==> config.mk <==
export PLATFORM = sky130hd
export DESIGN_NAME = hsp_mult
export DESIGN_NICKNAME = d
export VERILOG_FILES = /design/src/hdl/hsp_mult.sv
export SDC_FILE = /design/constraint.sdc
export NUM_CORES = 2
export LEC_CHECK = 0
export ABC_AREA = 1
export BUFFER_PORTS_ARGS = -buffer_cell sky130_fd_sc_hd__buf_2
export CELL_PAD_IN_SITES_DETAIL_PLACEMENT = 1
export CELL_PAD_IN_SITES_GLOBAL_PLACEMENT = 2
export CORE_ASPECT_RATIO = 1.2
export CORE_MARGIN = 2
export CORE_UTILIZATION = 35
export CTS_CLUSTER_DIAMETER = 120
export DETAILED_ROUTE_END_ITERATION = 12
export MAX_ROUTING_LAYER = met4
export PLACE_DENSITY_LB_ADDON = 0.1
export SLEW_MARGIN = 20
export SYNTH_ARGS = -nofsm -noshare
export SYNTH_HDL_FRONTEND = slang
export SYNTH_SLANG_ARGS = --single-unit
==> constraint.sdc <==
create_clock -name clk -period 6.76 [get_ports clk]
set_input_delay 1.352 -clock clk [delete_from_list [all_inputs] [get_ports clk]]
set_output_delay 1.352 -clock clk [all_outputs]
set_load 0.02 [all_outputs]
==> src/hdl/hsp_mult.sv <==
// Shared 32x32 unsigned multiplier with a registered product.
module hsp_mult (
  input  logic        clk,
  input  logic [31:0] a,
  input  logic [31:0] b,
  output logic [63:0] p
);
  always_ff @(posedge clk) begin
    p <= 64'(a) * 64'(b);
  end
endmodule

==> results.ini <==
[outcome]
outcome=finished with violations
violations=setup timing

[timing]
hold_violations=0
finalSetupViolations=45
relSlewSlack_pct=76.1
post-route-period-util_pct=107
rsz0062_at_grt=true
final_max_slew_viol_count=0
worst_pin_slew_ps=359
min_period_ps=7230
fmax_mhz=138
worst_slack_ps=-465

[clocking]
numCtsBuffers=9
tritoncts=done
clock-root-buffer=clkbuf_16
clk_pin_slew_ps=60
clock-sinks=64
cts.path.max_buffers=2
htreeDepth=3

[setup_path]
crit_arrival_ps=7540
slowest_delay_ps=610
slowest_stage=fa_2
crit_type=primary input to register
worstSetupEndpointType=register
cp_max_fo=7
required_ps=7080
start_kind=primary input

[grt]
grt_pass1_wl_um=203000
overflow=0
antenna_found_initial=8
grt_max_degree=26
grt_pass1_vias=35300
grt_util_all_layers_pct=25.2

[detailed_routing]
drt_drc_violations_left=0
vias=31300
ant_nets=0
drt-initial-drc-count=1071
drt-total-wl_um=134000
firstDrtPassIters=5
wl_per_cell_um=19.4
avgViaCountPerCell=4.52

[logic_synthesis]
postSynthCellCount=5023
yosys_warnings=0
synth-seq-cells=64
synth_area_per_cell_um2=7.45
ys_types=23
seq_area_frac_synth_pct=3.43
syn-num-nets=6247
syn-cell-area_um2=37400

[hold_path]
hold_path_depth=5
hold_path_class=primary input to register
hp-start=b[0]
hold_end=p[0]$_DFF_P_

[finish]
nets=6736
final_cell_mix=1605 x inv_1, 1339 x nand2_1, 799 x fa_1, 360 x buf_4, 202 x ha_1
area_growth_pct=30.2
fin_area_um2=48700
reg.largest.list=p (64)
largest_register_ffs=64
top_register=p
post_route_cells_drive_above_1_share_pct=24.8
instances_no_fill=6918
final_common_cell=inv_1

[floorplanning]
io_pins=129
rows=131
die_w_um=302
core_area_um2=106000
start_util_pct=35.2
die_area_um2=110000
fp.dieH_um=362

[place]
place_area_um2=43700
io_buffers=128
place_ws_ps=-1200
gp_congestion=0.858
dp_cells=6790
post-dp-hpwl_um=112000

[flow_run]
maxCapViolations=0

## cells by family after synthesis
kind of cell,after synthesis,synth area share [%]
buffers and inverters,1927,19.3
and+or+nand+nor,1781,18.8
adders and majority gates,1159,56.8
DFF,64,3.43
AOI/OAI and AO/OA,57,0.853
xor gates and xnor gates,35,0.820
## layout make-up
cell class,count,area (um^2)
antenna,5,12.5
clock buffer,14,264
clock inverter,2,37.5
fill,12800,57500
inverter,1735,6540
multi-input combinational,3032,31800
sequential,64,1280
tap,1396,1750
timing repair buffer,670,7040
## synth_stat cells (all sizes together)
| library cell | number | area, um^2 |
|---|---|---|
| o21bai | 12 | 93.8 |
| dfxtp | 64 | 1280 |
| xnor2 | 2 | 17.5 |
| nor2 | 101 | 459 |
| nor3 | 18 | 131 |
| clkbuf | 192 | 721 |
| a21oi | 43 | 215 |
| o21ai | 2 | 10.0 |
| nand3 | 65 | 370 |
| fa | 896 | 17900 |
| nand4 | 16 | 100 |
| xor2 | 33 | 289 |
| nand2 | 1581 | 5970 |
| inv | 1735 | 6510 |
| ha | 263 | 3290 |
## worst max-delay path by stage
stage          start            end  slack (ps)  depth (start not counted)
6_report       a[18]  p[55]$_DFF_P_        -470                         27
5_1_grt        a[25]  p[52]$_DFF_P_        -630                         27
4_1_cts        a[18]  p[55]$_DFF_P_        -410                         26
3_5_place_dp   b[10]  p[21]$_DFF_P_       -1200                         25
3_3_place_gp   a[14]  p[21]$_DFF_P_       -1220                         23
2_1_floorplan   a[5]  p[51]$_DFF_P_         -90                         25
## routing by layer
metal  track usage (%)  up-vias  part of all wire, %
met2              42.9      356                   51
li1                  -    14600                    -
met3              1.87       97                  2.4
met5                 -        -                    0
met1              33.2    16200                   44
met4              4.46        0                  1.9
## repair_timing
| action | in CTS | in global routing |
|---|---|---|
| hold buffers | 0 | 0 |
| buffers inserted | 49 | 44 |
| endpoints found under the setup margin | 53 | 53 |
| pin swaps | 256 | 284 |
| cloned | 6 | 19 |
| endpoints found under the hold margin | 0 | 0 |
| gates resized for setup | 530 | 403 |
## stage by stage
stage	util, %	hold WS, ps	setup TNS, ps
final	45.9	1740	-14210
after global routing	45.8	1760	-22640
after CTS	43.8	1730	-13560
after detailed placement	41.2	1770	-51720
after global placement	41.2	1770	-49610
after floorplan	-	1450	-1510
## worst max-delay path: cells and delay by family
family | cells | cell delay, ps
adder cells (fa/ha/maj) | 9 | 4510
buffers and inverters | 8 | 730
AND/OR/NAND/NOR | 10 | 920
Power is not shown: default switching activity piles up to over one toggle a cycle in this logic, so the estimate is an artifact.
